File: config.mk
export PLATFORM = sky130hd
export DESIGN_NAME = edge_shrinking_moving_average_core
export DESIGN_NICKNAME = d
export VERILOG_FILES = /design/src/sv/esma_pkg.sv /design/src/sv/esma_hist.sv /design/src/sv/esma_div.sv /design/src/sv/edge_shrinking_moving_average_core.sv
export VERILOG_INCLUDE_DIRS = /design/src /design/src/sv
export SDC_FILE = /design/constraint.sdc
export NUM_CORES = 1
export LEC_CHECK = 0
export ABC_AREA = 0
export BUFFER_PORTS_ARGS = -buffer_cell sky130_fd_sc_hd__buf_4
export CELL_PAD_IN_SITES_DETAIL_PLACEMENT = 0
export CELL_PAD_IN_SITES_GLOBAL_PLACEMENT = 1
export CORE_UTILIZATION = 56
export DETAILED_ROUTE_END_ITERATION = 12
export GPL_TIMING_DRIVEN = 1
export PLACE_DENSITY_LB_ADDON = 0.1
export SLEW_MARGIN = 20
export SYNTH_ARGS = -nofsm -noshare
export SYNTH_HDL_FRONTEND = slang
export SYNTH_SLANG_ARGS = --single-unit
File: constraint.sdc
create_clock -name clk -period 10.6 [get_ports clk]
set_input_delay 2.12 -clock clk [delete_from_list [all_inputs] [get_ports clk]]
set_output_delay 2.12 -clock clk [all_outputs]
set_load 0.1 [all_outputs]
File: src/sv/assert_macros.svh
// Assertion macros shared by the moving average RTL.
// No dependencies; included by files that carry concurrent assertions.
`ifndef ASSERT_MACROS_SVH
`define ASSERT_MACROS_SVH

// Same-cycle implication, disabled while reset is asserted.
`define ESMA_ASSERT_IMP(lbl, ck, rn, ante, cons) \
  lbl: assert property (@(posedge ck) disable iff (!rn) (ante) |-> (cons)) \
    else $error("assertion failed");

// Next-cycle implication, disabled while reset is asserted.
`define ESMA_ASSERT_NXT(lbl, ck, rn, ante, cons) \
  lbl: assert property (@(posedge ck) disable iff (!rn) (ante) |=> (cons)) \
    else $error("assertion failed");

`endif

File: src/sv/esma_pkg.sv
// Shared types and constants for the edge-shrinking moving average.
// No dependencies; imported by every module of the block.
`timescale 1ns / 1ps
`default_nettype none
package esma_pkg;

  localparam int SAMPLE_BITS  = 16;
  localparam int MAX_SPAN_DEF = 31;
  localparam int SPAN_BITS    = 5;
  localparam int SPAN_RESET   = 5;
  localparam int CNT_BITS     = 5;
  localparam int HALF_BITS    = CNT_BITS - 1;
  localparam int SUM_BITS     = SAMPLE_BITS + CNT_BITS;
  localparam int SEEN_BITS    = 6;
  localparam int SEEN_MAX     = 63;
  localparam int LAG_BITS     = 5;
  localparam int LAG_MAX      = 31;

  typedef enum logic [2:0] {
    ST_IDLE,
    ST_CHECK,
    ST_SUM,
    ST_DIV,
    ST_EMIT
  } state_t;

  typedef struct packed {
    logic signed [SAMPLE_BITS-1:0] sample;
    logic                          block_end;
  } in_item_t;

  typedef struct packed {
    logic signed [SAMPLE_BITS-1:0] smoothed;
    logic                          final_out;
  } out_item_t;

  typedef struct packed {
    logic                start;
    logic [SUM_BITS-1:0] dividend;
    logic [CNT_BITS-1:0] divisor;
  } div_req_t;

  typedef struct packed {
    logic                   done;
    logic [SAMPLE_BITS-1:0] quot;
  } div_rsp_t;

endpackage
`default_nettype wire

File: src/sv/esma_hist.sv
// Circular sample history: one write port, one registered read port.
// Depends on esma_pkg for the sample width.
`timescale 1ns / 1ps
`default_nettype none
module esma_hist #(
  parameter  int DEPTH = 32,
  localparam int AW    = $clog2(DEPTH)
) (
  input  wire                             clk,
  input  wire                             we,
  input  wire  [AW-1:0]                   waddr,
  input  wire  [esma_pkg::SAMPLE_BITS-1:0] wdata,
  input  wire  [AW-1:0]                   raddr,
  output logic [esma_pkg::SAMPLE_BITS-1:0] rdata
);
  import esma_pkg::*;

  logic [SAMPLE_BITS-1:0] mem [DEPTH];

  always_ff @(posedge clk) begin
    if (we) begin
      mem[waddr] <= wdata;
    end
  end

  always_ff @(posedge clk) begin
    rdata <= mem[raddr];
  end

endmodule
`default_nettype wire

File: src/sv/esma_div.sv
// Restoring divider, one quotient bit per cycle, for an odd divisor.
// Depends on esma_pkg for the request and response structs.
`timescale 1ns / 1ps
`default_nettype none
module esma_div (
  input  wire                      clk,
  input  wire                      rst_n,
  input  wire esma_pkg::div_req_t  req,
  output esma_pkg::div_rsp_t       rsp
);
  import esma_pkg::*;

  localparam int STEP_BITS = $clog2(SAMPLE_BITS + 1);

  logic                   busy_r,  busy_nxt;
  logic                   done_r,  done_nxt;
  logic [STEP_BITS-1:0]   step_r,  step_nxt;
  logic [CNT_BITS-1:0]    rem_r,   rem_nxt;
  logic [SAMPLE_BITS-1:0] dvd_r,   dvd_nxt;
  logic [CNT_BITS-1:0]    dsr_r,   dsr_nxt;
  logic [CNT_BITS:0]      sh_c;
  logic [CNT_BITS:0]      diff_c;
  logic                   ge_c;

  always_comb begin
    sh_c   = {rem_r, dvd_r[SAMPLE_BITS-1]};
    diff_c = sh_c - {1'b0, dsr_r};
    ge_c   = sh_c >= {1'b0, dsr_r};
  end

  always_comb begin
    busy_nxt = busy_r;
    done_nxt = 1'b0;
    step_nxt = step_r;
    rem_nxt  = rem_r;
    dvd_nxt  = dvd_r;
    dsr_nxt  = dsr_r;
    if (req.start) begin
      busy_nxt = 1'b1;
      step_nxt = STEP_BITS'(SAMPLE_BITS);
      // upper bits are already below the divisor, quotient fits SAMPLE_BITS
      rem_nxt  = req.dividend[SUM_BITS-1 -: CNT_BITS];
      dvd_nxt  = req.dividend[SAMPLE_BITS-1:0];
      dsr_nxt  = req.divisor;
    end else if (busy_r) begin
      rem_nxt  = ge_c ? diff_c[CNT_BITS-1:0] : sh_c[CNT_BITS-1:0];
      dvd_nxt  = {dvd_r[SAMPLE_BITS-2:0], ge_c};
      step_nxt = step_r - STEP_BITS'(1);
      if (step_r == STEP_BITS'(1)) begin
        busy_nxt = 1'b0;
        done_nxt = 1'b1;
      end
    end
  end

  always_ff @(posedge clk) begin
    if (!rst_n) begin
      busy_r <= 1'b0;
      done_r <= 1'b0;
      step_r <= '0;
    end else begin
      busy_r <= busy_nxt;
      done_r <= done_nxt;
      step_r <= step_nxt;
    end
    rem_r <= rem_nxt;
    dvd_r <= dvd_nxt;
    dsr_r <= dsr_nxt;
  end

  assign rsp.done = done_r;
  assign rsp.quot = dvd_r;

endmodule
`default_nettype wire

File: src/sv/edge_shrinking_moving_average_core.sv
// Centered moving average with windows that shrink at block ends.
// Per output: check, one history read per window tap, one divider step per quotient bit,
// then load into the output register; each item is first accepted and then checked. No
// new item is taken until all of its outputs are in the output register. Reset (rst_n
// low, synchronous): counters cleared.
`timescale 1ns / 1ps
`default_nettype none
`include "assert_macros.svh"
module edge_shrinking_moving_average_core #(
  parameter int MAX_SPAN = esma_pkg::MAX_SPAN_DEF
) (
  input  wire                             clk,
  input  wire                             rst_n,
  input  wire                             in_valid,
  output logic                            in_stall,
  input  wire esma_pkg::in_item_t         in_data,
  output logic                            out_valid,
  input  wire                             out_stall,
  output esma_pkg::out_item_t             out_data,
  input  wire                             cfg_we,
  input  wire  [esma_pkg::SPAN_BITS-1:0]  cfg_wdata
);
  import esma_pkg::*;

  localparam int HIST_LEN = MAX_SPAN + 1;
  localparam int PTR_BITS = $clog2(HIST_LEN);
  localparam int MAX_HALF = (MAX_SPAN - 1) / 2;

  state_t                state_r, state_nxt;
  logic [SPAN_BITS-1:0]  span_r,  span_nxt;
  logic [PTR_BITS-1:0]   wp_r,    wp_nxt;
  logic [SEEN_BITS-1:0]  seen_r,  seen_nxt;
  logic [LAG_BITS-1:0]   lag_r,   lag_nxt;
  logic                  last_r,  last_nxt;
  logic [HALF_BITS-1:0]  pn_r,    pn_nxt;
  logic [CNT_BITS-1:0]   iss_r,   iss_nxt;
  logic [LAG_BITS-1:0]   t_r,     t_nxt;
  logic                  pend_r,  pend_nxt;
  logic signed [SUM_BITS-1:0] acc_r, acc_nxt;
  logic                  fin_r,   fin_nxt;
  logic                  out_valid_r, out_valid_nxt;
  out_item_t             out_r,   out_nxt;

  logic                  in_xfer;
  logic                  out_load;
  logic [HALF_BITS-1:0]  half_c, n_c, pn_c;
  logic [LAG_BITS-1:0]   d_c;
  logic [SEEN_BITS-1:0]  i_c;
  logic                  emit_c;
  logic                  sum_done_c;
  logic [PTR_BITS:0]     raw_c;
  logic [PTR_BITS-1:0]   raddr_c;
  logic [SAMPLE_BITS-1:0] rdata;
  logic [SUM_BITS-1:0]   mag_c;
  logic [SAMPLE_BITS-1:0] qneg_c;
  div_req_t              div_req;
  div_rsp_t              div_rsp;

  esma_hist #(.DEPTH(HIST_LEN)) u_hist (
    .clk   (clk),
    .we    (in_xfer),
    .waddr (wp_r),
    .wdata (in_data.sample),
    .raddr (raddr_c),
    .rdata (rdata)
  );

  esma_div u_div (
    .clk   (clk),
    .rst_n (rst_n),
    .req   (div_req),
    .rsp   (div_rsp)
  );

  // half-width, window center and shrunken half-width
  always_comb begin
    half_c = (span_r == '0) ? '0 : HALF_BITS'((span_r - SPAN_BITS'(1)) >> 1);
    n_c    = (32'(half_c) > 32'(MAX_HALF)) ? HALF_BITS'(MAX_HALF) : half_c;
    d_c    = lag_r - LAG_BITS'(1);
    i_c    = seen_r - SEEN_BITS'(1) - SEEN_BITS'(d_c);
    pn_c   = n_c;
    if (i_c < SEEN_BITS'(pn_c)) begin
      pn_c = HALF_BITS'(i_c);
    end
    if (d_c < LAG_BITS'(pn_c)) begin
      pn_c = HALF_BITS'(d_c);
    end
    emit_c = (lag_r > LAG_BITS'(n_c)) || (last_r && (lag_r != '0));
  end

  // ring address of the tap t_r behind the newest sample
  always_comb begin
    raw_c = {1'b0, wp_r} + (PTR_BITS+1)'(HIST_LEN - 1) - (PTR_BITS+1)'(t_r);
    if (raw_c >= (PTR_BITS+1)'(HIST_LEN)) begin
      raw_c = raw_c - (PTR_BITS+1)'(HIST_LEN);
    end
    raddr_c = raw_c[PTR_BITS-1:0];
  end

  always_comb begin
    sum_done_c = (iss_r == '0) && !pend_r;
    mag_c      = acc_r[SUM_BITS-1] ? SUM_BITS'(~acc_r + SUM_BITS'(1)) : SUM_BITS'(acc_r);
    qneg_c     = ~div_rsp.quot + SAMPLE_BITS'(1);
  end

  // next state
  always_comb begin
    state_nxt = state_r;
    case (state_r)
      ST_IDLE: begin
        if (in_xfer) state_nxt = ST_CHECK;
      end
      ST_CHECK: begin
        state_nxt = emit_c ? ST_SUM : ST_IDLE;
      end
      ST_SUM: begin
        if (sum_done_c) state_nxt = ST_DIV;
      end
      ST_DIV: begin
        if (div_rsp.done) state_nxt = ST_EMIT;
      end
      ST_EMIT: begin
        if (!out_valid_r || !out_stall) state_nxt = ST_CHECK;
      end
      default: state_nxt = ST_IDLE;
    endcase
  end

  // outputs and datapath
  always_comb begin
    in_stall         = !rst_n || (state_r != ST_IDLE);
    in_xfer          = in_valid && !in_stall;
    out_load         = 1'b0;
    span_nxt         = cfg_we ? cfg_wdata : span_r;
    wp_nxt           = wp_r;
    seen_nxt         = seen_r;
    lag_nxt          = lag_r;
    last_nxt         = last_r;
    pn_nxt           = pn_r;
    iss_nxt          = iss_r;
    t_nxt            = t_r;
    pend_nxt         = 1'b0;
    acc_nxt          = acc_r;
    fin_nxt          = fin_r;
    out_nxt          = out_r;
    div_req.start    = 1'b0;
    div_req.dividend = mag_c + SUM_BITS'(pn_r);
    div_req.divisor  = {pn_r, 1'b1};
    case (state_r)
      ST_IDLE: begin
        if (in_xfer) begin
          wp_nxt   = (wp_r == PTR_BITS'(HIST_LEN - 1)) ? '0 : wp_r + PTR_BITS'(1);
          seen_nxt = (seen_r == SEEN_BITS'(SEEN_MAX)) ? seen_r : seen_r + SEEN_BITS'(1);
          lag_nxt  = (lag_r == LAG_BITS'(LAG_MAX)) ? lag_r : lag_r + LAG_BITS'(1);
          last_nxt = in_data.block_end;
        end
      end
      ST_CHECK: begin
        if (emit_c) begin
          pn_nxt  = pn_c;
          iss_nxt = {pn_c, 1'b1};
          t_nxt   = d_c - LAG_BITS'(pn_c);
          acc_nxt = '0;
          fin_nxt = last_r && (d_c == '0);
        end else if (last_r) begin
          seen_nxt = '0;
          lag_nxt  = '0;
        end
      end
      ST_SUM: begin
        if (iss_r != '0) begin
          iss_nxt  = iss_r - CNT_BITS'(1);
          t_nxt    = t_r + LAG_BITS'(1);
          pend_nxt = 1'b1;
        end
        if (pend_r) begin
          acc_nxt = acc_r + {{CNT_BITS{rdata[SAMPLE_BITS-1]}}, rdata};
        end
        div_req.start = sum_done_c;
      end
      ST_DIV: begin
      end
      ST_EMIT: begin
        if (!out_valid_r || !out_stall) begin
          out_load          = 1'b1;
          out_nxt.smoothed  = acc_r[SUM_BITS-1] ? qneg_c : div_rsp.quot;
          out_nxt.final_out = fin_r;
          lag_nxt           = lag_r - LAG_BITS'(1);
        end
      end
      default: begin
      end
    endcase
    out_valid_nxt = out_load || (out_valid_r && out_stall);
  end

  always_ff @(posedge clk) begin
    if (!rst_n) begin
      state_r     <= ST_IDLE;
      span_r      <= SPAN_BITS'(SPAN_RESET);
      wp_r        <= '0;
      seen_r      <= '0;
      lag_r       <= '0;
      iss_r       <= '0;
      pend_r      <= 1'b0;
      out_valid_r <= 1'b0;
    end else begin
      state_r     <= state_nxt;
      span_r      <= span_nxt;
      wp_r        <= wp_nxt;
      seen_r      <= seen_nxt;
      lag_r       <= lag_nxt;
      iss_r       <= iss_nxt;
      pend_r      <= pend_nxt;
      out_valid_r <= out_valid_nxt;
    end
    last_r <= last_nxt;
    pn_r   <= pn_nxt;
    t_r    <= t_nxt;
    acc_r  <= acc_nxt;
    fin_r  <= fin_nxt;
    out_r  <= out_nxt;
  end

  assign out_valid = out_valid_r;
  assign out_data  = out_r;

  `ESMA_ASSERT_NXT(a_check_after_xfer, clk, rst_n, in_xfer, state_r == ST_CHECK)
  `ESMA_ASSERT_NXT(a_final_clears_lag, clk, rst_n, out_load && out_nxt.final_out, lag_r == '0)
  `ESMA_ASSERT_IMP(a_div_done_in_div, clk, rst_n, div_rsp.done, state_r == ST_DIV)
  `ESMA_ASSERT_IMP(a_load_only_free, clk, rst_n, out_load, !out_valid_r || !out_stall)

endmodule
`default_nettype wire
==> impl_results.html <==
<table>
<tr><th>Metric</th><th>Value</th></tr>
<tr><th colspan="2">Synthesis</th></tr>
<tr><td>Number of nets produced by synthesis</td><td>about 1800</td></tr>
<tr><td>Post-synthesis instance area</td><td>roughly 28000 µm²</td></tr>
<tr><td>Leading register cell type out of synthesis</td><td>sky130_fd_sc_hd__edfxtp_1</td></tr>
<tr><td>Synth warn</td><td>0</td></tr>
<tr><td>Synthesized netlist cell count</td><td>approximately 1700</td></tr>
<tr><td>Post-synthesis area per instance</td><td>~17 µm²</td></tr>
<tr><td>Share of synthesized registers carrying an async set or reset</td><td>0%</td></tr>
<tr><td>Unique cell type count in the Yosys netlist</td><td>just under 90</td></tr>
<tr><td>Post-synthesis register bit count</td><td>640</td></tr>
<tr><td>Fraction of the yosys area taken by sequential cells</td><td>about two thirds</td></tr>
<tr><td>Number of flops mapped to enable cells by yosys</td><td>roughly 590</td></tr>
<tr><th colspan="2">Clock tree</th></tr>
<tr><td>Clk_lat worst skew</td><td>roughly 0.61 ns</td></tr>
<tr><td>Hold buffer count at CTS</td><td>0</td></tr>
<tr><td>Post-CTS sizing</td><td>0</td></tr>
<tr><td>CTS tree</td><td>yes</td></tr>
<tr><td>Clock-pin slew on the worst setup and hold paths</td><td>roughly 0.060 ns</td></tr>
<tr><td>TritonCTS sink count</td><td>640</td></tr>
<tr><td>Post-CTS Setup Inserts</td><td>0</td></tr>
<tr><td>Max Root-Sink Buffers</td><td>3</td></tr>
<tr><td>Clock root buffer</td><td>sky130_fd_sc_hd__clkbuf_16</td></tr>
<tr><td>Total number of H-tree levels</td><td>3</td></tr>
<tr><td>TritonCTS buffer count</td><td>66</td></tr>
<tr><th colspan="2">Final layout</th></tr>
<tr><td>Multi-input gate area in the final layout</td><td>8895 µm²</td></tr>
<tr><td>Most used cells in the layout excluding fill and tap cells</td><td>sky130_fd_sc_hd__edfxtp_1 (586), sky130_fd_sc_hd__mux4_2 (160), sky130_fd_sc_hd__nand2_1 (86), sky130_fd_sc_hd__buf_4 (79), sky130_fd_sc_hd__nor2_1 (74)</td></tr>
<tr><td>Count of nets after finishing</td><td>around 1800</td></tr>
<tr><td>Share of final-layout standard cells stronger than drive strength 1</td><td>between 20% and 30%</td></tr>
<tr><td>Antenna Cells</td><td>0</td></tr>
<tr><td>Layout fillers</td><td>around 3500</td></tr>
<tr><td>Reg area</td><td>roughly 19000 µm²</td></tr>
<tr><td>Area Growth Syn to Fin</td><td>12.04%</td></tr>
<tr><td>Final Util</td><td>around 64%</td></tr>
<tr><td>Commonest non-fill, non-tap cell in the layout</td><td>sky130_fd_sc_hd__edfxtp_1</td></tr>
<tr><th colspan="2">Critical path</th></tr>
<tr><td>FF-to-FF End</td><td>t_r[3]</td></tr>
<tr><td>Kind of end point of the critical path</td><td>flip-flop</td></tr>
<tr><td>CP peak stage delay</td><td>around 0.67 ns</td></tr>
<tr><td>Number of cell instances on the worst register-to-register path</td><td>25</td></tr>
<tr><td>CP Data Required Time</td><td>~11 ns</td></tr>
<tr><td>Most frequent CP cell</td><td>sky130_fd_sc_hd__ha_1</td></tr>
<tr><td>Kind of start point of the critical path</td><td>flip-flop</td></tr>
<tr><td>Worst path arrival time</td><td>around 7.3 ns</td></tr>
<tr><td>Class of the most critical setup path</td><td>flip-flop to flip-flop</td></tr>
<tr><td>Worst Path Max Fanout</td><td>14</td></tr>
<tr><td>Beginning of the worst register-to-register path</td><td>lag_r[0]</td></tr>
<tr><td>Setup crit start</td><td>lag_r[0]</td></tr>
<tr><td>Slack of the worst reg-to-reg path</td><td>3.64 ns</td></tr>
<tr><td>Worst-path cell with the longest stage delay</td><td>sky130_fd_sc_hd__dfxtp_1</td></tr>
<tr><th colspan="2">STA</th></tr>
<tr><td>Setup TNS</td><td>0 ns</td></tr>
<tr><td>RSZ-0062 raised after global routing</td><td>false</td></tr>
<tr><td>Max Clock Freq</td><td>approximately 140 MHz</td></tr>
<tr><td>Final count of pins violating max slew</td><td>0</td></tr>
<tr><td>Setup violation total in the final timing report</td><td>0</td></tr>
<tr><td>Worst-case hold slack</td><td>~0.42 ns</td></tr>
<tr><td>Max_slew headroom</td><td>between 20 and 25%</td></tr>
<tr><td>Clock period minus worst slack</td><td>between 6 and 7 ns</td></tr>
<tr><td>Skew final</td><td>roughly 0.021 ns</td></tr>
<tr><td>Measured slew at the worst slew-check pin</td><td>roughly 1.1 ns</td></tr>
<tr><td>Hold Fails Final Rpt</td><td>0</td></tr>
<tr><td>Fin crit share</td><td>around two thirds</td></tr>
<tr><th colspan="2">Floorplan</th></tr>
<tr><td>Num rows</td><td>81</td></tr>
<tr><td>Boundary Pins</td><td>between 40 and 50</td></tr>
<tr><td>Core box area</td><td>~49000 µm²</td></tr>
<tr><td>Area of the die</td><td>just over 50000 µm²</td></tr>
<tr><td>DIE WIDTH</td><td>about 230 µm</td></tr>
<tr><td>Initial Utilization</td><td>between 50% and 60%</td></tr>
<tr><td>Height of the die</td><td>about 230 µm</td></tr>
<tr><th colspan="2">Power and ir drop</th></tr>
<tr><td>Power density over the cells</td><td>about 250 nW/µm²</td></tr>
<tr><td>Max rail drop VDD</td><td>approximately 170 µV</td></tr>
<tr><td>Static Leakage</td><td>10.52 nW</td></tr>
<tr><td>Total design power</td><td>7.687 mW</td></tr>
<tr><th colspan="2">Run</th></tr>
<tr><td>Max-cap viol count</td><td>0</td></tr>
<tr><th colspan="2">Drt</th></tr>
<tr><td>Mean number of vias per cell</td><td>a little over 6</td></tr>
<tr><td>Starting DRT DRC Count</td><td>984</td></tr>
<tr><td>Pre-antenna DRT Iters</td><td>6</td></tr>
<tr><td>Post-route DRC</td><td>0</td></tr>
<tr><td>Vias post-DR</td><td>~15000</td></tr>
<tr><td>Wire length reported by the detailed router</td><td>slightly below 60000 µm</td></tr>
<tr><td>Antenna-violating nets left</td><td>0</td></tr>
<tr><td>Post-DR wirelength/cell</td><td>~24 µm</td></tr>
<tr><th colspan="2">Place</th></tr>
<tr><td>Quantity of I/O buffers inserted on ports</td><td>45</td></tr>
<tr><td>RD Place Congestion</td><td>around 0.83</td></tr>
<tr><td>HPWL after DPL</td><td>~35000 µm</td></tr>
<tr><th colspan="2">GRT</th></tr>
<tr><td>Number of global-route vias before repair</td><td>~15000</td></tr>
<tr><td>Total global routing track utilization</td><td>approximately a quarter</td></tr>
<tr><td>Wire length of the first global-routing pass</td><td>slightly below 90000 µm</td></tr>
<tr><td>Global route overflow</td><td>0</td></tr>
<tr><td>Initial antenna violation count</td><td>2</td></tr>
<tr><td>Pin count of the biggest net entering global routing</td><td>70</td></tr>
<tr><th colspan="2">Worst hold path</th></tr>
<tr><td>Hold path start</td><td>fin_r</td></tr>
<tr><td>Hold worst-path end</td><td>out_data[0]</td></tr>
<tr><td>Type of the tightest min-delay check</td><td>flip-flop to flip-flop</td></tr>
<tr><td>Number of stages on the worst hold path</td><td>0</td></tr>
<tr><th colspan="2">Run status</th></tr>
<tr><td>Result of the run</td><td>completed</td></tr>
</table>
==> how the worst max path moves through the flow <==
stage | end | cells past startpoint
6_report | t_r[3] | 25
5_1_grt | t_r[4] | 28
4_1_cts | t_r[3] | 25
3_5_place_dp | t_r[3] | 25
3_3_place_gp | t_r[3] | 25
2_1_floorplan | t_r[4] | 30
==> report_power, final <==
part / internal [mW] / switching [mW] / total (mW)
Clock: 1.29 / 0.947 / 2.24
Combinational: 1.16 / 1.26 / 2.43
Sequential: 2.91 / 0.114 / 3.02
Total: 5.36 / 2.33 / 7.69
==> routing by layer <==
layer  part of all wire (%)  GRT usage [%]
met2                     51          40.64
met3                    5.4          4.615
met1                     40          30.52
met5                  0.045              0
met4                    3.6          9.677
==> synthesized netlist by cell type, drive strengths merged (17+ instances only) <==
library cell,number,area [µm²]
a21oi,49,256.5
edfxtp,586,17600
mux4,160,3603
a21o,19,142.6
nor3,27,150.2
xor2,29,254.0
inv,59,221.5
buf,18,88.84
nor2b,18,112.6
clkbuf,52,195.2
nand2,86,322.8
xnor2,57,506.7
mux2i,17,177.7
o21ai,51,259.0
dfxtp,54,1081
nor2,106,405.4
ha,65,813.3
==> kinds of logic after synthesis <==
| family | count (synthesis) | synth area share [%] |
|---|---|---|
| adders and majority gates | 71 | 3.275 |
| xor gates and xnor gates | 86 | 2.724 |
| and+or+nand+nor | 333 | 6.066 |
| DFF | 640 | 66.88 |
| buffers and inverters | 129 | 1.810 |
| AOI/OAI and AO/OA | 214 | 5.058 |
| muxes | 193 | 14.18 |
==> cell type report <==
class                           count  area share [%]
Sequential cell                   640           59.70
Tap cell                          664           2.655
Multi-Input combinational cell    897           28.43
Clock inverter                     36           1.096
Clock buffer                       78           5.522
Timing Repair Buffer               79           1.895
Inverter                           59          0.7078
==> state kept, by name, summed over array words and instances (netlist names), 6 cells and up <==
name / cells
acc_r: 21
out_data: 17
seen_r: 6
u_div.dvd_r: 16
u_hist.mem: 512
u_hist.rdata: 16
==> critical path, delay by kind of cell (launching register included) <==
kind / cells / cell delay, ns
mux: 2 / 0.75
xor+xnor: 3 / 0.83
flops: 1 / 0.67
buf+inv: 4 / 0.51
simple gates: 5 / 0.91
compound gates: 6 / 1.44
fa+ha+maj: 5 / 1.56
==> through the flow <==
step | instance area, µm² | cells | worst slack [ns]
after floorplan | 27930 | 1666 | 4.810
after global placement | 29200 | 2339 | 3.760
after detailed placement | 29210 | 2339 | 3.624
after CTS | 31280 | 2453 | 3.616
after global routing | 31290 | 2453 | 3.009
final | 31290 | 2453 | 3.639
(Power assumes the default switching activity.)
